<file path="config.mk">
export PLATFORM = sky130hd
export DESIGN_NAME = srfr_queue
export DESIGN_NICKNAME = d
export VERILOG_FILES = /design/src/design/stereo_frame_ring_with_tick_admission_macros.svh /design/src/design/srfr_pkg.sv /design/src/design/srfr_queue.sv
export SDC_FILE = /design/constraint.sdc
export NUM_CORES = 1
export LEC_CHECK = 0
export ABC_AREA = 1
export BUFFER_PORTS_ARGS = -buffer_cell sky130_fd_sc_hd__buf_4
export CAP_MARGIN = 20
export CORE_MARGIN = 1
export CORE_UTILIZATION = 45
export DETAILED_ROUTE_END_ITERATION = 10
export PLACE_DENSITY_LB_ADDON = 0.1
export SYNTH_ARGS = -nofsm -noshare
export SYNTH_HDL_FRONTEND = slang
export SYNTH_SLANG_ARGS = --single-unit
</file>
<file path="constraint.sdc">
create_clock -name clock -period 9.1 [get_ports clock]
set_input_delay 1.82 -clock clock [delete_from_list [all_inputs] [get_ports clock]]
set_output_delay 1.82 -clock clock [all_outputs]
set_load 0.01 [all_outputs]
</file>
<file path="src/design/stereo_frame_ring_with_tick_admission_macros.svh">
// Assertion helpers for the stereo frame ring.
`ifndef STEREO_FRAME_RING_WITH_TICK_ADMISSION_MACROS_SVH
`define STEREO_FRAME_RING_WITH_TICK_ADMISSION_MACROS_SVH

// Same-cycle implication.
`define SFRTA_ASSERT_IMP(lbl, clk, rst, ante, cons) \
   lbl: assert property (@(posedge clk) disable iff (rst) (ante) |-> (cons)) \
      else $error("same-cycle check failed");

// Next-cycle implication.
`define SFRTA_ASSERT_NXT(lbl, clk, rst, ante, cons) \
   lbl: assert property (@(posedge clk) disable iff (rst) (ante) |=> (cons)) \
      else $error("next-cycle check failed");

`endif

</file>
<file path="src/design/srfr_pkg.sv">
package srfr_pkg;

   localparam int TICK_W      = 13;
   localparam int RAW_W       = 32;
   localparam int SMP_W       = 16;
   localparam int PULL_W      = 7;
   localparam int STATUS_W    = 3;
   localparam int AVAIL_W     = 13;
   localparam int QUEUE_DEPTH = 2;
   localparam int QPTR_W      = $clog2(QUEUE_DEPTH);
   localparam int QLVL_W      = $clog2(QUEUE_DEPTH + 1);

   typedef enum logic [1:0] {
      OP_BEGIN = 2'd0,
      OP_WRITE = 2'd1,
      OP_PULL  = 2'd2,
      OP_NONE  = 2'd3
   } op_type;

   typedef enum logic [STATUS_W-1:0] {
      ST_OK       = 3'd0,
      ST_NO_ROOM  = 3'd1,
      ST_BAD_LEN  = 3'd2,
      ST_NO_BLOCK = 3'd3,
      ST_OPEN     = 3'd4,
      ST_EMPTY    = 3'd5
   } status_type;

   typedef struct packed {
      op_type                   op;
      logic                     bad_len;
      logic [TICK_W-1:0]        tick_length;
      logic [SMP_W-1:0]         left;
      logic [SMP_W-1:0]         right;
      logic [PULL_W-1:0]        want;
   } cmd_type;

   function automatic logic [SMP_W-1:0] sat16(input logic [RAW_W-1:0] x);
      logic [SMP_W-1:0] r;
      if (x[RAW_W-1] && !(&x[RAW_W-2:SMP_W-1])) begin
         r = 16'h8000;
      end else if (!x[RAW_W-1] && (|x[RAW_W-2:SMP_W-1])) begin
         r = 16'h7fff;
      end else begin
         r = x[SMP_W-1:0];
      end
      return r;
   endfunction

endpackage

</file>
<file path="src/design/srfr_queue.sv">
module srfr_queue (
   input  logic                         clock,
   input  logic                         reset,
   input  logic                         push,
   input  srfr_pkg::cmd_type            push_cmd,
   output logic                         full,
   input  logic                         pop,
   output logic                         empty,
   output srfr_pkg::cmd_type            head_cmd,
   output logic [srfr_pkg::QLVL_W-1:0]  level
);
   import srfr_pkg::*;

   cmd_type             slot_ff [QUEUE_DEPTH];
   logic [QPTR_W-1:0]   wr_ptr_ff, wr_ptr_in;
   logic [QPTR_W-1:0]   rd_ptr_ff, rd_ptr_in;
   logic [QLVL_W-1:0]   level_ff, level_in;

   assign full     = (level_ff == QLVL_W'(QUEUE_DEPTH));
   assign empty    = (level_ff == '0);
   assign level    = level_ff;
   assign head_cmd = slot_ff[rd_ptr_ff];

   always_comb begin
      wr_ptr_in = wr_ptr_ff;
      rd_ptr_in = rd_ptr_ff;
      level_in  = level_ff;
      if (push) begin
         wr_ptr_in = (wr_ptr_ff == QPTR_W'(QUEUE_DEPTH - 1)) ? '0 : wr_ptr_ff + 1'b1;
      end
      if (pop) begin
         rd_ptr_in = (rd_ptr_ff == QPTR_W'(QUEUE_DEPTH - 1)) ? '0 : rd_ptr_ff + 1'b1;
      end
      if (push && !pop) begin
         level_in = level_ff + 1'b1;
      end else if (pop && !push) begin
         level_in = level_ff - 1'b1;
      end
   end

   always_ff @(posedge clock) begin
      if (reset) begin
         wr_ptr_ff <= '0;
         rd_ptr_ff <= '0;
         level_ff  <= '0;
      end else begin
         wr_ptr_ff <= wr_ptr_in;
         rd_ptr_ff <= rd_ptr_in;
         level_ff  <= level_in;
      end
   end

   always_ff @(posedge clock) begin
      if (push) begin
         slot_ff[wr_ptr_ff] <= push_cmd;
      end
   end

endmodule

</file>
==> metrics.log <==
[metrics] result of the run: finished clean
[metrics] ant diodes: 0
[metrics] fraction of the cycle the final worst path needs: 0.435
[metrics] total number of vias: between 2000 and 2500
[metrics] critical path capture point type: primary output
[metrics] post-detailed-route via-to-cell ratio: around 4.7
[metrics] worst path buffer plus inverter count: 1
[metrics] Final Setup Violations: 0
[metrics] initial antenna violation count: 0
[metrics] sw frac: 0.200
[metrics] average routed wire per standard cell: roughly 16 um
[metrics] Hold Crit Endpoint: rd_ptr_ff$_SDFFE_PP0P_
[metrics] cell area after layout: a little over 6000 sq um
[metrics] crit path max fanout: 55
[metrics] largest area contributor in the netlist: sky130_fd_sc_hd__edfxtp_1
[metrics] standard cell core area: approximately 9400 sq um
[metrics] required time of the critical path: ~7.3 ns
[metrics] met2 routing resource usage after global routing: 0.256
[metrics] placed cell count: approximately 450
[metrics] Max-Cap Viols: 0
[metrics] Syn-to-layout area delta: 36.1%
[metrics] depth of the most critical reg-to-reg path: 2
[metrics] aggregate negative setup slack: 0 ns
[metrics] Final Util: 0.643
[metrics] number of buffers inserted by hold repair at cts: 0
[metrics] H-tree lvl count: 4
[metrics] worst hold path cell count: 2
[metrics] total global-route track usage: 0.158
[metrics] area share of the largest cell type after synthesis: 0.743
[metrics] cell at the slowest stage of the critical path: sky130_fd_sc_hd__dfxtp_4
[metrics] Avg Cell Area, Syn: around 22 sq um
[metrics] number of port buffers: ~120
[metrics] cell area after placement: 5400 sq um
[metrics] number of design-rule violations left by the first detailed-router iteration: 71
[metrics] Clock power frac: 0.481
[metrics] setup repair after global routing missed its margin: false
[metrics] Gate power share: 0.098
[metrics] vias in the first global route: roughly 2400
[metrics] DIE AREA: 10300 sq um
[metrics] commonest cells in the netlist: sky130_fd_sc_hd__edfxtp_1, sky130_fd_sc_hd__mux2_4, sky130_fd_sc_hd__inv_1
[metrics] count of endpoints failing hold in the final timing report: 0
[metrics] Initial Utilization: 0.472
[metrics] cts bufs inserted: 17
[metrics] global-route wire length before repair: 11500 um
[metrics] cells along the critical path: mux2_2 > buf_4
[metrics] Worst-Margin Slew: approximately 1.0 ns
[metrics] met3 usage: 0.0780
[metrics] share of final-layout standard cells stronger than drive strength 1: 0.590
[metrics] Post-CTS Setup Bufs: 0
[metrics] first-pass iteration count of the detailed router: 4
[metrics] post-cts gate resize count: 0
[metrics] Reg2Reg Setup Slack: between 7 and 8 ns
[metrics] Reg2Reg Launch Point: wr_ptr_ff$_SDFFE_PP0P_
[metrics] synthesized cell area: 4450 sq um
[metrics] post-synthesis net count: between 200 and 300
[metrics] maximum number of pins on one net before global-route repair: between 50 and 60
[metrics] IR Drop Worst-Case VDD: around 150 uV
[metrics] leakage power: ~0.0024 uW
[metrics] pins over their slew limit: 0
[metrics] clock-pin slew of the registers on the worst-case setup and hold paths: about 0.050 ns
[metrics] global-route layer with the greatest usage: met2
[metrics] path category of the worst min-delay check: reg -> reg
[metrics] number of nets in the finished design: 396
[metrics] CP arrival: 2.14 ns
[metrics] Clock Path Buffers: 2
[metrics] number of cells produced by synthesis: ~200
[metrics] Clock Sinks: 115
[metrics] HPWL after DPL: roughly 4600 um
[metrics] cell types with the largest area share after synthesis: sky130_fd_sc_hd__edfxtp_1, sky130_fd_sc_hd__mux2_4, sky130_fd_sc_hd__buf_12
[metrics] switching component of the power: approximately 300 uW
[metrics] floorplan die width: ~100 um
[metrics] GR met1 Demand/Resource: 0.175
[metrics] critical path class: reg -> out
[metrics] Worst slew margin: 0.303
[metrics] capture instance of the worst register-to-register path: slot_ff[0][18]$_DFFE_PP_
[metrics] DR DRC count: 0
[metrics] total power: approximately 1500 uW
[metrics] Rows: 35
[metrics] post-synthesis sequential element count: around 120
[metrics] dominant synthesized flop cell: sky130_fd_sc_hd__edfxtp_1
[metrics] antenna-violating nets left: 0
[metrics] most common cell in the netlist: sky130_fd_sc_hd__edfxtp_1
[metrics] maximum cell stage delay along the critical path: 1.05 ns
[metrics] I/O Pins: about 120
[metrics] element type at the critical path start: register
[metrics] Clock Root Buffer: sky130_fd_sc_hd__clkbuf_8
[metrics] TritonCTS clock tree: built
[metrics] sequential power share: 0.421
[metrics] worst min-delay path startpoint: rd_ptr_ff$_SDFFE_PP0P_
[metrics] share of flip-flops with an asynchronous set or reset: 0
[metrics] overflow left after global routing: 0
[metrics] number of enable-type register cells in the synthesized netlist: 110
[metrics] power density of the placed cells: around 250 nW/um^2
[metrics] sequential area share after synthesis: 0.765
[metrics] cell family with most CP delay: flip-flops
[metrics] die outline height: 101 um
[metrics] internal power consumption: approximately 1200 uW
[metrics] highest clock rate: 253 MHz
[metrics] Worst Skew: roughly 0.0057 ns
[metrics] routability cong.: around 0.63
[metrics] filler-free cell count of the finished design: roughly 480
[metrics] Yosys Warn Count: 0
[metrics] clock insertion delay at the later pin of the skew report: 0.50 ns
[metrics] Total Wirelength: between 7000 and 8000 um
[metrics] post-layout min period: about 4.0 ns
[metrics] unique cell type count in the Yosys netlist: 16
cells by family after synthesis:
logic type | count (synthesis) | share of synthesized area
XOR/XNOR | 1 | 0.00197
flip-flops | 115 | 0.765
adder cells (fa/ha/maj) | 1 | 0.00281
AND/OR/NAND/NOR | 15 | 0.0138
AO/OA/AOI/OAI | 2 | 0.00225
multiplexers | 55 | 0.181
buffers and inverters | 15 | 0.0326
tightest hold or removal path: cells and delay by family, from the launching register on:
family,cells,cell delay [ns]
DFF,1,0.32
xor gates and xnor gates,1,0.09
and+or+nand+nor,1,0.08
layout by cell type (no fill, tap or decap), types with 2 or more instances in the layout:
cell                          n
sky130_fd_sc_hd__nand2_1      5
sky130_fd_sc_hd__clkbuf_16   16
sky130_fd_sc_hd__nor2_1       6
sky130_fd_sc_hd__buf_4      119
sky130_fd_sc_hd__clkinv_4     3
sky130_fd_sc_hd__mux2_2       5
sky130_fd_sc_hd__clkbuf_1     2
sky130_fd_sc_hd__inv_1        8
sky130_fd_sc_hd__dfxtp_1      4
sky130_fd_sc_hd__bufinv_16    6
sky130_fd_sc_hd__edfxtp_1   110
sky130_fd_sc_hd__mux2_4      50
metal layers:
metal / share of wire / vias up / routed length (um)
li1: - / 1053 / -
met1: 0.40 / 1070 / 3060
met2: 0.50 / 89 / 3800
met3: 0.080 / 14 / 607
met4: 0.015 / 0 / 116
met5: 0 / - / 0
flip-flops by register name, indices dropped and copies added (netlist names), named ones only:
signal	flops
rd_ptr_ff	1
level	2
slot_ff	110
wr_ptr_ff	1
power groups by stage:
stage	Sequential, uW	Combinational [uW]	Clock, uW
finish	634	147	725
floorplan	631	94.8	0
global placement	644	148	0
CTS	635	150	740
global route	638	158	759
detailed placement	645	149	0
worst max path at each step:
stage                   from                       end  depth (start not counted)
global route        register              head_cmd[39]                          2
floorplan               push   slot_ff[0][0]$_DFFE_PP_                          2
detailed placement      push  slot_ff[0][11]$_DFFE_PP_                          4
global placement        push   slot_ff[0][9]$_DFFE_PP_                          4
finish              register              head_cmd[41]                          2
CTS                 register              head_cmd[40]                          2
per-stage QoR:
step | hold slack [ns] | setup slack [ns]
after floorplan | 0.480 | 4.46
after CTS | 0.522 | 5.09
final | 0.521 | 5.14
after global routing | 0.560 | 5.04
after global placement | 0.494 | 5.52
after detailed placement | 0.507 | 5.54
area by class of cell:
class,count,area [sq um]
Timing Repair Buffer,119,893
Clock inverter,13,231
Fill cell,677,3360
Tap cell,129,161
Inverter,9,33.8
Clock buffer,19,422
Sequential cell,115,3410
Multi-Input combinational cell,74,907
Power figures use the tool's default switching activity.
