<file path="src/design/stereo_frame_ring_with_tick_admission_macros.svh">
// Assertion helpers for the stereo frame ring.
`ifndef STEREO_FRAME_RING_WITH_TICK_ADMISSION_MACROS_SVH
`define STEREO_FRAME_RING_WITH_TICK_ADMISSION_MACROS_SVH

// Same-cycle implication.
`define SFRTA_ASSERT_IMP(lbl, clk, rst, ante, cons) \
   lbl: assert property (@(posedge clk) disable iff (rst) (ante) |-> (cons)) \
      else $error("same-cycle check failed");

// Next-cycle implication.
`define SFRTA_ASSERT_NXT(lbl, clk, rst, ante, cons) \
   lbl: assert property (@(posedge clk) disable iff (rst) (ante) |=> (cons)) \
      else $error("next-cycle check failed");

`endif

</file>
<file path="src/design/srfr_pkg.sv">
package srfr_pkg;

   localparam int TICK_W      = 13;
   localparam int RAW_W       = 32;
   localparam int SMP_W       = 16;
   localparam int PULL_W      = 7;
   localparam int STATUS_W    = 3;
   localparam int AVAIL_W     = 13;
   localparam int QUEUE_DEPTH = 2;
   localparam int QPTR_W      = $clog2(QUEUE_DEPTH);
   localparam int QLVL_W      = $clog2(QUEUE_DEPTH + 1);

   typedef enum logic [1:0] {
      OP_BEGIN = 2'd0,
      OP_WRITE = 2'd1,
      OP_PULL  = 2'd2,
      OP_NONE  = 2'd3
   } op_type;

   typedef enum logic [STATUS_W-1:0] {
      ST_OK       = 3'd0,
      ST_NO_ROOM  = 3'd1,
      ST_BAD_LEN  = 3'd2,
      ST_NO_BLOCK = 3'd3,
      ST_OPEN     = 3'd4,
      ST_EMPTY    = 3'd5
   } status_type;

   typedef struct packed {
      op_type                   op;
      logic                     bad_len;
      logic [TICK_W-1:0]        tick_length;
      logic [SMP_W-1:0]         left;
      logic [SMP_W-1:0]         right;
      logic [PULL_W-1:0]        want;
   } cmd_type;

   function automatic logic [SMP_W-1:0] sat16(input logic [RAW_W-1:0] x);
      logic [SMP_W-1:0] r;
      if (x[RAW_W-1] && !(&x[RAW_W-2:SMP_W-1])) begin
         r = 16'h8000;
      end else if (!x[RAW_W-1] && (|x[RAW_W-2:SMP_W-1])) begin
         r = 16'h7fff;
      end else begin
         r = x[SMP_W-1:0];
      end
      return r;
   endfunction

endpackage

</file>
<file path="src/design/srfr_front.sv">
module srfr_front #(
   parameter int CAPACITY = 4096,
   parameter int MAX_PULL = 64
) (
   input  logic                     req_valid,
   output logic                     req_ready,
   input  logic [1:0]               req_op,
   input  logic [12:0]              req_tick_length,
   input  logic signed [31:0]       req_left_in,
   input  logic signed [31:0]       req_right_in,
   input  logic [6:0]               req_pull_count,
   input  logic                     q_full,
   output logic                     q_push,
   output srfr_pkg::cmd_type        q_cmd
);
   import srfr_pkg::*;

   assign req_ready = !q_full;
   assign q_push    = req_valid && !q_full;

   always_comb begin
      q_cmd.op          = op_type'(req_op);
      q_cmd.bad_len     = (req_tick_length == '0) || (32'(req_tick_length) > CAPACITY);
      q_cmd.tick_length = req_tick_length;
      q_cmd.left        = sat16(req_left_in);
      q_cmd.right       = sat16(req_right_in);
      if (32'(req_pull_count) > MAX_PULL) begin
         q_cmd.want = PULL_W'(MAX_PULL);
      end else begin
         q_cmd.want = req_pull_count;
      end
   end

endmodule

</file>
<file path="config.mk">
export PLATFORM = sky130hd
export DESIGN_NAME = srfr_front
export DESIGN_NICKNAME = d
export VERILOG_FILES = /design/src/design/stereo_frame_ring_with_tick_admission_macros.svh /design/src/design/srfr_pkg.sv /design/src/design/srfr_front.sv
export SDC_FILE = /design/constraint.sdc
export NUM_CORES = 1
export LEC_CHECK = 0
export ABC_AREA = 1
export BUFFER_PORTS_ARGS = -buffer_cell sky130_fd_sc_hd__buf_2
export CAP_MARGIN = 40
export CORE_ASPECT_RATIO = 1.75
export CORE_MARGIN = 3
export CORE_UTILIZATION = 30
export DETAILED_ROUTE_END_ITERATION = 8
export PLACE_DENSITY = 0.85
export SETUP_SLACK_MARGIN = 0.3
export SLEW_MARGIN = 40
export SYNTH_ARGS = -nofsm -noshare
export SYNTH_HDL_FRONTEND = slang
export SYNTH_SLANG_ARGS = --single-unit
</file>
<file path="constraint.sdc">
create_clock -name vclk -period 1.4
set_input_delay 0.28 -clock vclk [all_inputs]
set_output_delay 0.28 -clock vclk [all_outputs]
set_load 0.01 [all_outputs]
</file>
==> reports/qor.csv, run 1 <==
stage;metric;value;unit
place;area after detailed placement;1540;sq um
setup_path;Required @ worst endpoint;1.12;ns
synthesis;sequential share of the synthesized area;0;%
layout;number of standard cells in the final layout excluding fillers;344;
timing;Worst Hold Slack;0.560;ns
die;starting utilization of the core area;32.3;%
layout;area overhead of the layout relative to synthesis;144;%
place;RePlAce Congestion;0.759;
setup_path;cell with the largest stage delay on the worst path;sky130_fd_sc_hd__nor2_2;
place;placed cell count;331;
synthesis;area share of the largest cell type after synthesis;19.5;%
drt;Vias per Instance;4.85;
place;post-detailed-placement half-perimeter wirelength;3090;um
setup_path;category of the worst setup path capture point;output port;
synthesis;number of nets produced by synthesis;267;
cts;count of hold-fix buffers inserted at cts;0;
die;core area;2780;sq um
global_route;pin count of the biggest net entering global routing;16;
drt;WL/cell;14.7;um
synthesis;post-synthesis instance total;179;
power;overall power;668;uW
die;DIE WIDTH;47.4;um
timing;setup violation total in the final timing report;30;
run_status;result of the run;finished, violations left;
synthesis;count of distinct cell types in the synthesized netlist;14;
synthesis;top area cells in the synthesized netlist;sky130_fd_sc_hd__a21oi_2, sky130_fd_sc_hd__inv_1, sky130_fd_sc_hd__nor2_1, sky130_fd_sc_hd__nand2_1, sky130_fd_sc_hd__buf_4;
worst_hold_path;Hold Path Depth;0;
layout;ant diodes;0;
die;placement row count;25;
setup_path;number of buffers and inverters on the critical path;3;
synthesis;mean instance size in the synthesized netlist;5.02;sq um
power;power density over cell area;305;nW/um^2
global_route;initial antenna violation count;0;
setup_path;Critical Path Fanout Max;6;
drt;number of detailed-routing iterations run before antenna repair;4;
timing;period utilization;112;%
setup_path;chain of cells forming the critical path;buf_2, nand2_1, nor2_1, nand2_1, nor2_2, nor2_4, buf_6, a21oi_2, buf_2;
drt;initial detailed-routing violation count;14;
layout;Sequential Area;0;sq um
timing;tightest slew margin relative to the limit;87.7;%
layout;area of all placed cells without fillers;2190;sq um
setup_path;Largest stage delay, worst path;0.16;ns
setup_path;nature of the critical path startpoint;primary input;
place;Place WS;-0.399;ns
die;die area;3710;sq um
layout;fin nets;407;
timing;max-slew violation count;0;
power;standby leakage power;1.22;nW
timing;transition time at the pin with the least slew margin;0.184;ns
timing;final critical delay including setup and external delays;1.57;ns
drt;Remaining DRCs;0;
layout;ratio of cells with drive above 1 in the final layout;74.4;%
layout;final design utilization;78.8;%
drt;Antenna Nets Post-Route;0;
timing;post-route setup slack;-0.168;ns
die;DIE HEIGHT;78.4;um
layout;number of flip-flops and latches;0;
timing;Hold Fails Final Rpt;0;
layout;number of clock buffers in the layout;0;
power;worst vdd rail ir drop;178;uV
place;Port Buffers;141;
timing;RSZ-0062 raised after global routing;yes;
setup_path;Top delay family on crit path;simple AND/OR/NAND/NOR gates;
synthesis;Post-Synthesis Cell Area;898;sq um
synthesis;Syn. warnings;0;
global_route;GR Util All Layers;21.2;%
die;number of top-level pins;145;
worst_hold_path;hold path startpoint;req_op[1];
synthesis;largest area contributor in the synthesized netlist;sky130_fd_sc_hd__a21oi_2;
global_route;first-pass GRT wire length;6110;um
setup_path;worst setup path category;in2out;
worst_hold_path;Min-Delay Path Class;in2out;
timing;setup tns final;-2.16;ns
drt;Routed WL;5060;um
global_route;via count of the first global-routing pass;1540;
drt;count of vias placed by the detailed router;1668;
setup_path;CP arrival;1.29;ns
timing;Fmax achieved;638;MHz
run_status;violated checks;setup timing;
run;reported max-cap violation count;0;
global_route;overflow left after global routing;0;
worst_hold_path;end point of the worst hold path;q_cmd[54];
[metal layers]
metal	global-route usage, %	share of wire, %
met1	14.2	27
met2	46.2	58
met3	4.59	10
met4	7.20	4.7
met5	0	0
[logic make-up after synthesis]
| group | after synthesis | share of synthesized area (%) |
|---|---|---|
| xor+xnor | 1 | 0.975 |
| compound gates | 31 | 25.6 |
| buf+inv | 64 | 36.4 |
| simple gates | 83 | 37.0 |
[synth_stat cells]
cell                        n
sky130_fd_sc_hd__a21oi_1   10
sky130_fd_sc_hd__a21oi_2   20
sky130_fd_sc_hd__buf_4     15
sky130_fd_sc_hd__buf_6      4
sky130_fd_sc_hd__clkbuf_1   3
sky130_fd_sc_hd__inv_1     42
sky130_fd_sc_hd__nand2_1   34
sky130_fd_sc_hd__nand2_2    2
sky130_fd_sc_hd__nand4_1    1
sky130_fd_sc_hd__nor2_1    41
sky130_fd_sc_hd__nor2_2     4
sky130_fd_sc_hd__nor3b_1    1
sky130_fd_sc_hd__o21ai_0    1
sky130_fd_sc_hd__xor2_1     1
[area by class of cell]
| class | instances | area [sq um] |
|---|---|---|
| timing repair buffer | 160 | 1220 |
| multi-input combinational | 115 | 779 |
| fill | 175 | 589 |
| inverter | 42 | 163 |
| tap | 27 | 33.8 |
[power breakdown]
part	internal (mW)	switching, mW	leakage (nW)	total (mW)
sequential	0	0	0	0
clock	0	0	0	0
combinational	0.362	0.307	1.22	0.668
[repair_timing]
action | in CTS | in global routing
pin swaps | 27 | 32
cloned | 1 | 1
setup buffers | 11 | 0
setup endpoints to repair | 37 | 37
gates resized for setup | 58 | 66
[placed cells by master (no fill, tap or decap)]
cell	n
sky130_fd_sc_hd__nor2_2	12
sky130_fd_sc_hd__inv_1	37
sky130_fd_sc_hd__buf_2	100
sky130_fd_sc_hd__nor2_4	12
sky130_fd_sc_hd__buf_4	9
sky130_fd_sc_hd__buf_12	3
sky130_fd_sc_hd__nand2_1	20
sky130_fd_sc_hd__nand2_2	15
sky130_fd_sc_hd__nor2_1	21
sky130_fd_sc_hd__nand2_4	1
sky130_fd_sc_hd__o21ai_1	1
sky130_fd_sc_hd__buf_6	40
sky130_fd_sc_hd__a21oi_2	28
sky130_fd_sc_hd__inv_4	2
sky130_fd_sc_hd__nand4_1	1
sky130_fd_sc_hd__inv_2	3
sky130_fd_sc_hd__clkbuf_16	2
sky130_fd_sc_hd__xor2_1	1
sky130_fd_sc_hd__a21oi_4	2
sky130_fd_sc_hd__nor3b_2	1
sky130_fd_sc_hd__buf_8	6
[how the worst max path moves through the flow]
stage	endpoint	start	cells after the start	slack (ns)
6_report	q_cmd[30]	req_left_in[18]	9	-0.17
5_1_grt	q_cmd[30]	req_left_in[18]	9	-0.23
4_1_cts	q_cmd[10]	req_right_in[30]	9	-0.05
3_5_place_dp	q_cmd[10]	req_right_in[29]	8	-0.40
3_3_place_gp	q_cmd[10]	req_right_in[15]	8	-0.38
2_1_floorplan	q_cmd[12]	req_right_in[15]	7	0.20
(Power assumes the default switching activity.)
==> run 2, diff against run 1 <==
--- a/config.mk
+++ b/config.mk
@@ -9,7 +9,7 @@
 export BUFFER_PORTS_ARGS = -buffer_cell sky130_fd_sc_hd__buf_2
 export CAP_MARGIN = 40
 export CORE_ASPECT_RATIO = 1.75
-export CORE_MARGIN = 3
+export CORE_MARGIN = 4
 export CORE_UTILIZATION = 30
 export DETAILED_ROUTE_END_ITERATION = 8
 export PLACE_DENSITY = 0.85
==> run 2 against run 1 <==
  * The flow still finishes with violations (setup timing)
  * First-iteration DRC count rose by 29%
  * Count of clock-buffer cells in the layout did not move
  * Sequential share of layout area did not move
  * Critical path depth did not move
  * Worst setup slack improved by 0.069 ns
==> reports/qor.csv, run 2 (synthesized netlist as in run 1, its figures left out) <==
stage;metric;value;unit;change
run_status;result of the run;finished, violations left;;unchanged
run_status;violated checks;setup timing;;unchanged
layout;most frequent standard cell in the layout excluding fill and tap cells;sky130_fd_sc_hd__buf_2;;unchanged
layout;count of filler cells inserted in the layout;188;;was 175
place;RePlAce Congestion;0.715;;was 0.759
worst_hold_path;end point of the worst hold path;q_cmd[53];;was q_cmd[54]
worst_hold_path;Min-Delay Path Class;in2out;;unchanged
timing;post-route setup slack;-0.0990;ns;was -0.168 ns
timing;max-slew violation count;0;;unchanged
layout;fin nets;402;;was 407
timing;Worst Hold Slack;0.560;ns;about the same
drt;Vias per Instance;4.93;;was 4.85
setup_path;Largest stage delay, worst path;0.15;ns;was 0.16 ns
setup_path;Required @ worst endpoint;1.12;ns;about the same
die;die area;3970;sq um;was 3710 sq um
global_route;via count of the first global-routing pass;1552;;was 1540
layout;final design utilization;80.2;%;was 78.8%
die;DIE WIDTH;49.4;um;was 47.4 um
timing;RSZ-0062 raised after global routing;yes;;unchanged
timing;transition time at the pin with the least slew margin;0.224;ns;was 0.184 ns
die;DIE HEIGHT;80.4;um;was 78.4 um
setup_path;CP arrival;1.22;ns;was 1.29 ns
power;power density over cell area;311;nW/um^2;was 305 nW/um^2
layout;ratio of cells with drive above 1 in the final layout;76.3;%;was 74.4%
layout;number of standard cells in the final layout excluding fillers;340;;was 344
drt;WL/cell;16.3;um;was 14.7 um
setup_path;nature of the critical path startpoint;primary input;;unchanged
power;net switching fraction of the power;46.4;%;was 45.9%
die;core area;2900;sq um;was 2780 sq um
power;share of power burned in registers;0;%;about the same
global_route;first-pass GRT wire length;6860;um;was 6110 um
timing;period utilization;107;%;was 112%
worst_hold_path;hold path startpoint;req_op[0];;was req_op[1]
power;worst vdd rail ir drop;197;uV;was 178 uV
layout;ant diodes;0;;unchanged
die;placement row count;26;;was 25
drt;Routed WL;5540;um;was 5060 um
timing;tightest slew margin relative to the limit;85.0;%;was 87.7%
global_route;pin count of the biggest net entering global routing;16;;unchanged
drt;Remaining DRCs;0;;unchanged
cts;count of hold-fix buffers inserted at cts;0;;unchanged
power;reported net switching power;335;uW;was 307 uW
timing;Fmax achieved;667;MHz;was 638 MHz
global_route;overflow left after global routing;0;;unchanged
setup_path;chain of cells forming the critical path;buf_6, nand2_2, nor2_2, nand2_2, nor2_4, nor2_4, buf_12, a21oi_4, buf_2;;was buf_2, nand2_1, nor2_1, nand2_1, nor2_2, nor2_4, buf_6, a21oi_2, buf_2
setup_path;Critical Path Fanout Max;6;;unchanged
power;standby leakage power;1.24;nW;was 1.22 nW
layout;Sequential Area;0;sq um;unchanged
setup_path;cell with the largest stage delay on the worst path;sky130_fd_sc_hd__buf_12;;was sky130_fd_sc_hd__nor2_2
global_route;initial antenna violation count;0;;unchanged
timing;setup violation total in the final timing report;30;;unchanged
worst_hold_path;Hold Path Depth;0;;unchanged
layout;number of flip-flops and latches;0;;unchanged
run;reported max-cap violation count;0;;unchanged
power;Clock Power Share;0;%;about the same
place;post-detailed-placement half-perimeter wirelength;3230;um;was 3090 um
place;Port Buffers;141;;unchanged
setup_path;worst setup path category;in2out;;unchanged
drt;count of vias placed by the detailed router;1676;;was 1668
timing;setup tns final;-1.97;ns;was -2.16 ns
timing;final critical delay including setup and external delays;1.50;ns;was 1.57 ns
die;starting utilization of the core area;31.0;%;was 32.3%
layout;number of clock buffers in the layout;0;;unchanged
drt;initial detailed-routing violation count;18;;was 14
layout;highest-count cells in the layout ignoring fill and taps;sky130_fd_sc_hd__buf_2, sky130_fd_sc_hd__buf_6, sky130_fd_sc_hd__inv_1;;unchanged
setup_path;category of the worst setup path capture point;output port;;unchanged
global_route;GR Util All Layers;21.4;%;was 21.2%
timing;Hold Fails Final Rpt;0;;unchanged
drt;number of detailed-routing iterations run before antenna repair;4;;unchanged
drt;Antenna Nets Post-Route;0;;unchanged
place;placed cell count;332;;was 331
power;P_int;387;uW;was 362 uW
layout;area overhead of the layout relative to synthesis;158;%;was 144%
die;number of top-level pins;145;;unchanged
power;portion of total power attributed to combinational logic;100.0;%;about the same
layout;footprint of the multi-input gates;863;sq um;was 779 sq um
## run 2: cell types whose count changed in the layout (fill, tap and decap cells not counted), moves of 2 or more
cell,delta
sky130_fd_sc_hd__a21oi_2,-6
sky130_fd_sc_hd__a21oi_4,+6
sky130_fd_sc_hd__buf_2,-9
sky130_fd_sc_hd__buf_4,-4
sky130_fd_sc_hd__buf_6,+6
sky130_fd_sc_hd__nand2_2,-2
sky130_fd_sc_hd__nand2_4,+2
sky130_fd_sc_hd__nor2_1,-6
sky130_fd_sc_hd__nor2_2,+4
sky130_fd_sc_hd__nor2_4,+2
## run 2: area by class of cell
cell class | instances | area share, %
Multi-Input combinational cell | 115 | 37.2
Tap cell | 28 | 1.51
Inverter | 42 | 7.11
Timing Repair Buffer | 155 | 54.2
## run 2: timing repair
item                                    4_1_cts  5_1_grt
resized for setup                            69       79
setup buffers                                 3        2
cloned                                        2        1
pin swaps                                    31       39
endpoints found under the setup margin       37       37
endpoints found under the hold margin         0        0
## run 2: how the worst max path moves through the flow
stage | from | to | slack, ns
2_1_floorplan | req_right_in[15] | q_cmd[12] | 0.20
4_1_cts | req_right_in[22] | q_cmd[12] | -0.07
3_5_place_dp | req_right_in[15] | q_cmd[10] | -0.41
3_3_place_gp | req_right_in[15] | q_cmd[11] | -0.38
5_1_grt | req_left_in[22] | q_cmd[33] | -0.15
6_report | req_right_in[21] | q_cmd[10] | -0.1
## run 2: worst max-delay path, delay by kind of cell
kind	cells	cell delay, ns
AO/OA/AOI/OAI	1	0.12
AND/OR/NAND/NOR	5	0.45
buffers and inverters	3	0.38
## run 2: power by group through the flow
stage | Combinational, mW | Sequential (mW) | Clock (mW)
after global placement | 0.444 | 0 | 0
after detailed placement | 0.453 | 0 | 0
final | 0.721 | 0 | 0
after global routing | 0.767 | 0 | 0
after CTS | 0.580 | 0 | 0
after floorplan | 0.240 | 0 | 0
## run 2: metrics by stage
step / setup slack [ns] / cell area (sq um) / power [mW]
floorplan: 0.197 / 898 / 0.240
CTS: -0.0703 / 1960 / 0.580
detailed placement: -0.414 / 1540 / 0.453
global route: -0.153 / 2320 / 0.767
finish: -0.0990 / 2320 / 0.721
global placement: -0.377 / 1540 / 0.444
## run 2: metal layers
layer	wire length [um]	up-vias	global-route usage (%)	part of all wire, %
met1	1720	758	20.1	31
met2	3190	117	43.8	58
met3	453	18	4.45	8.2
met5	0	-	0	0
met4	180	0	7.12	3.3
li1	-	783	-	-
==> run 3, diff against run 2 <==
--- a/config.mk
+++ b/config.mk
@@ -9,7 +9,7 @@
 export BUFFER_PORTS_ARGS = -buffer_cell sky130_fd_sc_hd__buf_2
 export CAP_MARGIN = 40
 export CORE_ASPECT_RATIO = 1.75
-export CORE_MARGIN = 4
+export CORE_MARGIN = 2
 export CORE_UTILIZATION = 30
 export DETAILED_ROUTE_END_ITERATION = 8
 export PLACE_DENSITY = 0.85
==> constraint.sdc (replaced) <==
create_clock -name vclk -period 1.4
set_input_delay 0.28 -clock vclk [all_inputs]
set_output_delay 0.28 -clock vclk [all_outputs]
set_load 0.02 [all_outputs]
==> run 3 against run 2 <==
  * The run still ends with setup timing left
  * Flip-flop and latch count unchanged
  * Worst setup slack worse by 0.17 ns
  * Highest routed layer unchanged
  * Final area up 18%
  * Die area down 13%
  * Maximum frequency down 10%
==> reports/qor.csv, run 3 (synthesized netlist as in run 1, its figures left out) <==
stage;metric;value;unit;change
power;overall power;980;uW;was 721 uW
drt;count of vias placed by the detailed router;1897;;was 1676
drt;initial detailed-routing violation count;63;;was 18
timing;period utilization;119;%;was 107%
global_route;via count of the first global-routing pass;1686;;was 1552
place;Port Buffers;141;;unchanged
global_route;GR Util All Layers;26.4;%;was 21.4%
timing;Worst Hold Slack;0.560;ns;about the same
timing;post-route setup slack;-0.267;ns;was -0.0990 ns
timing;Hold Fails Final Rpt;0;;unchanged
setup_path;worst setup path category;in2out;;unchanged
drt;number of detailed-routing iterations run before antenna repair;4;;unchanged
layout;Sequential Area;0;sq um;unchanged
layout;ratio of cells with drive above 1 in the final layout;81.0;%;was 76.3%
drt;WL/cell;22.2;um;was 16.3 um
place;RePlAce Congestion;0.805;;was 0.715
run_status;violated checks;setup timing;;unchanged
worst_hold_path;Min-Delay Path Class;in2out;;unchanged
die;core area;2900;sq um;unchanged
run;reported max-cap violation count;0;;unchanged
drt;Remaining DRCs;0;;unchanged
die;starting utilization of the core area;31.0;%;unchanged
place;post-detailed-placement half-perimeter wirelength;3220;um;was 3230 um
place;Place WS;-0.237;ns;was -0.414 ns
die;DIE HEIGHT;76.4;um;was 80.4 um
layout;most frequent standard cell in the layout excluding fill and tap cells;sky130_fd_sc_hd__buf_6;;was sky130_fd_sc_hd__buf_2
power;power density over cell area;358;nW/um^2;was 311 nW/um^2
timing;setup tns final;-5.73;ns;was -1.97 ns
layout;final design utilization;94.4;%;was 80.2%
power;worst vdd rail ir drop;246;uV;was 197 uV
die;number of top-level pins;145;;unchanged
power;standby leakage power;1.35;nW;was 1.24 nW
layout;count of filler cells inserted in the layout;92;;was 188
timing;Fmax achieved;600;MHz;was 667 MHz
layout;fin nets;406;;was 402
layout;highest-count cells in the layout ignoring fill and taps;sky130_fd_sc_hd__buf_6, sky130_fd_sc_hd__buf_2, sky130_fd_sc_hd__inv_1;;was sky130_fd_sc_hd__buf_2, sky130_fd_sc_hd__buf_6, sky130_fd_sc_hd__inv_1
setup_path;nature of the critical path startpoint;primary input;;unchanged
run_status;result of the run;finished, violations left;;unchanged
global_route;first-pass GRT wire length;7090;um;was 6860 um
global_route;initial antenna violation count;0;;unchanged
timing;tightest slew margin relative to the limit;77.6;%;was 85.0%
drt;Routed WL;7630;um;was 5540 um
layout;footprint of the multi-input gates;1080;sq um;was 863 sq um
timing;final critical delay including setup and external delays;1.67;ns;was 1.50 ns
layout;number of flip-flops and latches;0;;unchanged
setup_path;Critical Path Fanout Max;4;;was 6
layout;number of clock buffers in the layout;0;;unchanged
global_route;pin count of the biggest net entering global routing;11;;was 16
setup_path;CP arrival;1.39;ns;was 1.22 ns
timing;transition time at the pin with the least slew margin;0.335;ns;was 0.224 ns
layout;area overhead of the layout relative to synthesis;204;%;was 158%
timing;setup violation total in the final timing report;33;;was 30
layout;ant diodes;0;;unchanged
drt;Antenna Nets Post-Route;0;;unchanged
die;placement row count;26;;unchanged
timing;max-slew violation count;0;;unchanged
timing;RSZ-0062 raised after global routing;yes;;unchanged
die;die area;3470;sq um;was 3970 sq um
die;DIE WIDTH;45.4;um;was 49.4 um
global_route;overflow left after global routing;0;;unchanged
setup_path;category of the worst setup path capture point;output port;;unchanged
setup_path;Required @ worst endpoint;1.12;ns;about the same
cts;count of hold-fix buffers inserted at cts;0;;unchanged
drt;Vias per Instance;5.51;;was 4.93
-- run 3: changes by cell type in the layout (fill, tap and decap cells not counted), moves of 7 or more --
cell and delta:
sky130_fd_sc_hd__a21oi_4 +14, sky130_fd_sc_hd__a21oi_2 -16, sky130_fd_sc_hd__nor2_1 -8, sky130_fd_sc_hd__buf_2 -26, sky130_fd_sc_hd__nand2_1 -7, sky130_fd_sc_hd__buf_6 +22
sky130_fd_sc_hd__nor2_4 +11
-- run 3: worst max-delay path: stages --
cell	delay, ns
sky130_fd_sc_hd__buf_6	0.10
sky130_fd_sc_hd__nor2_2	0.14
sky130_fd_sc_hd__nand2_2	0.09
sky130_fd_sc_hd__nor2_4	0.13
sky130_fd_sc_hd__nand2_1	0.08
sky130_fd_sc_hd__nand2_2	0.12
sky130_fd_sc_hd__buf_6	0.15
sky130_fd_sc_hd__a21oi_1	0.10
sky130_fd_sc_hd__buf_2	0.19
-- run 3: what timing repair did --
action / CTS / global route
buffers inserted: 1 / 1
setup endpoints to repair: 37 / 37
endpoints found under the hold margin: 0 / 0
pin swaps: 34 / 34
cloned: 1 / 1
gates resized for setup: 99 / 114
-- run 3: path summary, 6_finish.rpt --
check,from,to,slack [ns],cells past startpoint
max,req_right_in[30],q_cmd[11],-0.27,9
min,req_op[1],q_cmd[54],0.56,0
-- run 3: where the power goes --
group / internal (mW) / leakage, nW / switching (mW)
Sequential: 0 / 0 / 0
Combinational: 0.473 / 1.35 / 0.507
Clock: 0 / 0 / 0
-- run 3: metal layers --
metal	routed length (um)	global-route usage [%]	up-vias
met3	533	3.79	72
met5	0	0	-
met4	744	14.7	0
li1	-	-	786
met2	4210	53.6	159
met1	2130	20.7	880
-- run 3: stage by stage --
step                area [sq um]  std cells
floorplan                   1130        179
global placement            1850        340
detailed placement          1850        340
CTS                         2290        342
global route                2730        344
finish                      2730        344
-- run 3: cell type report --
type / instances / share of cell area [%]
Inverter: 42 / 6.77
Multi-Input combinational cell: 115 / 39.4
Tap cell: 28 / 1.28
Timing Repair Buffer: 159 / 52.5
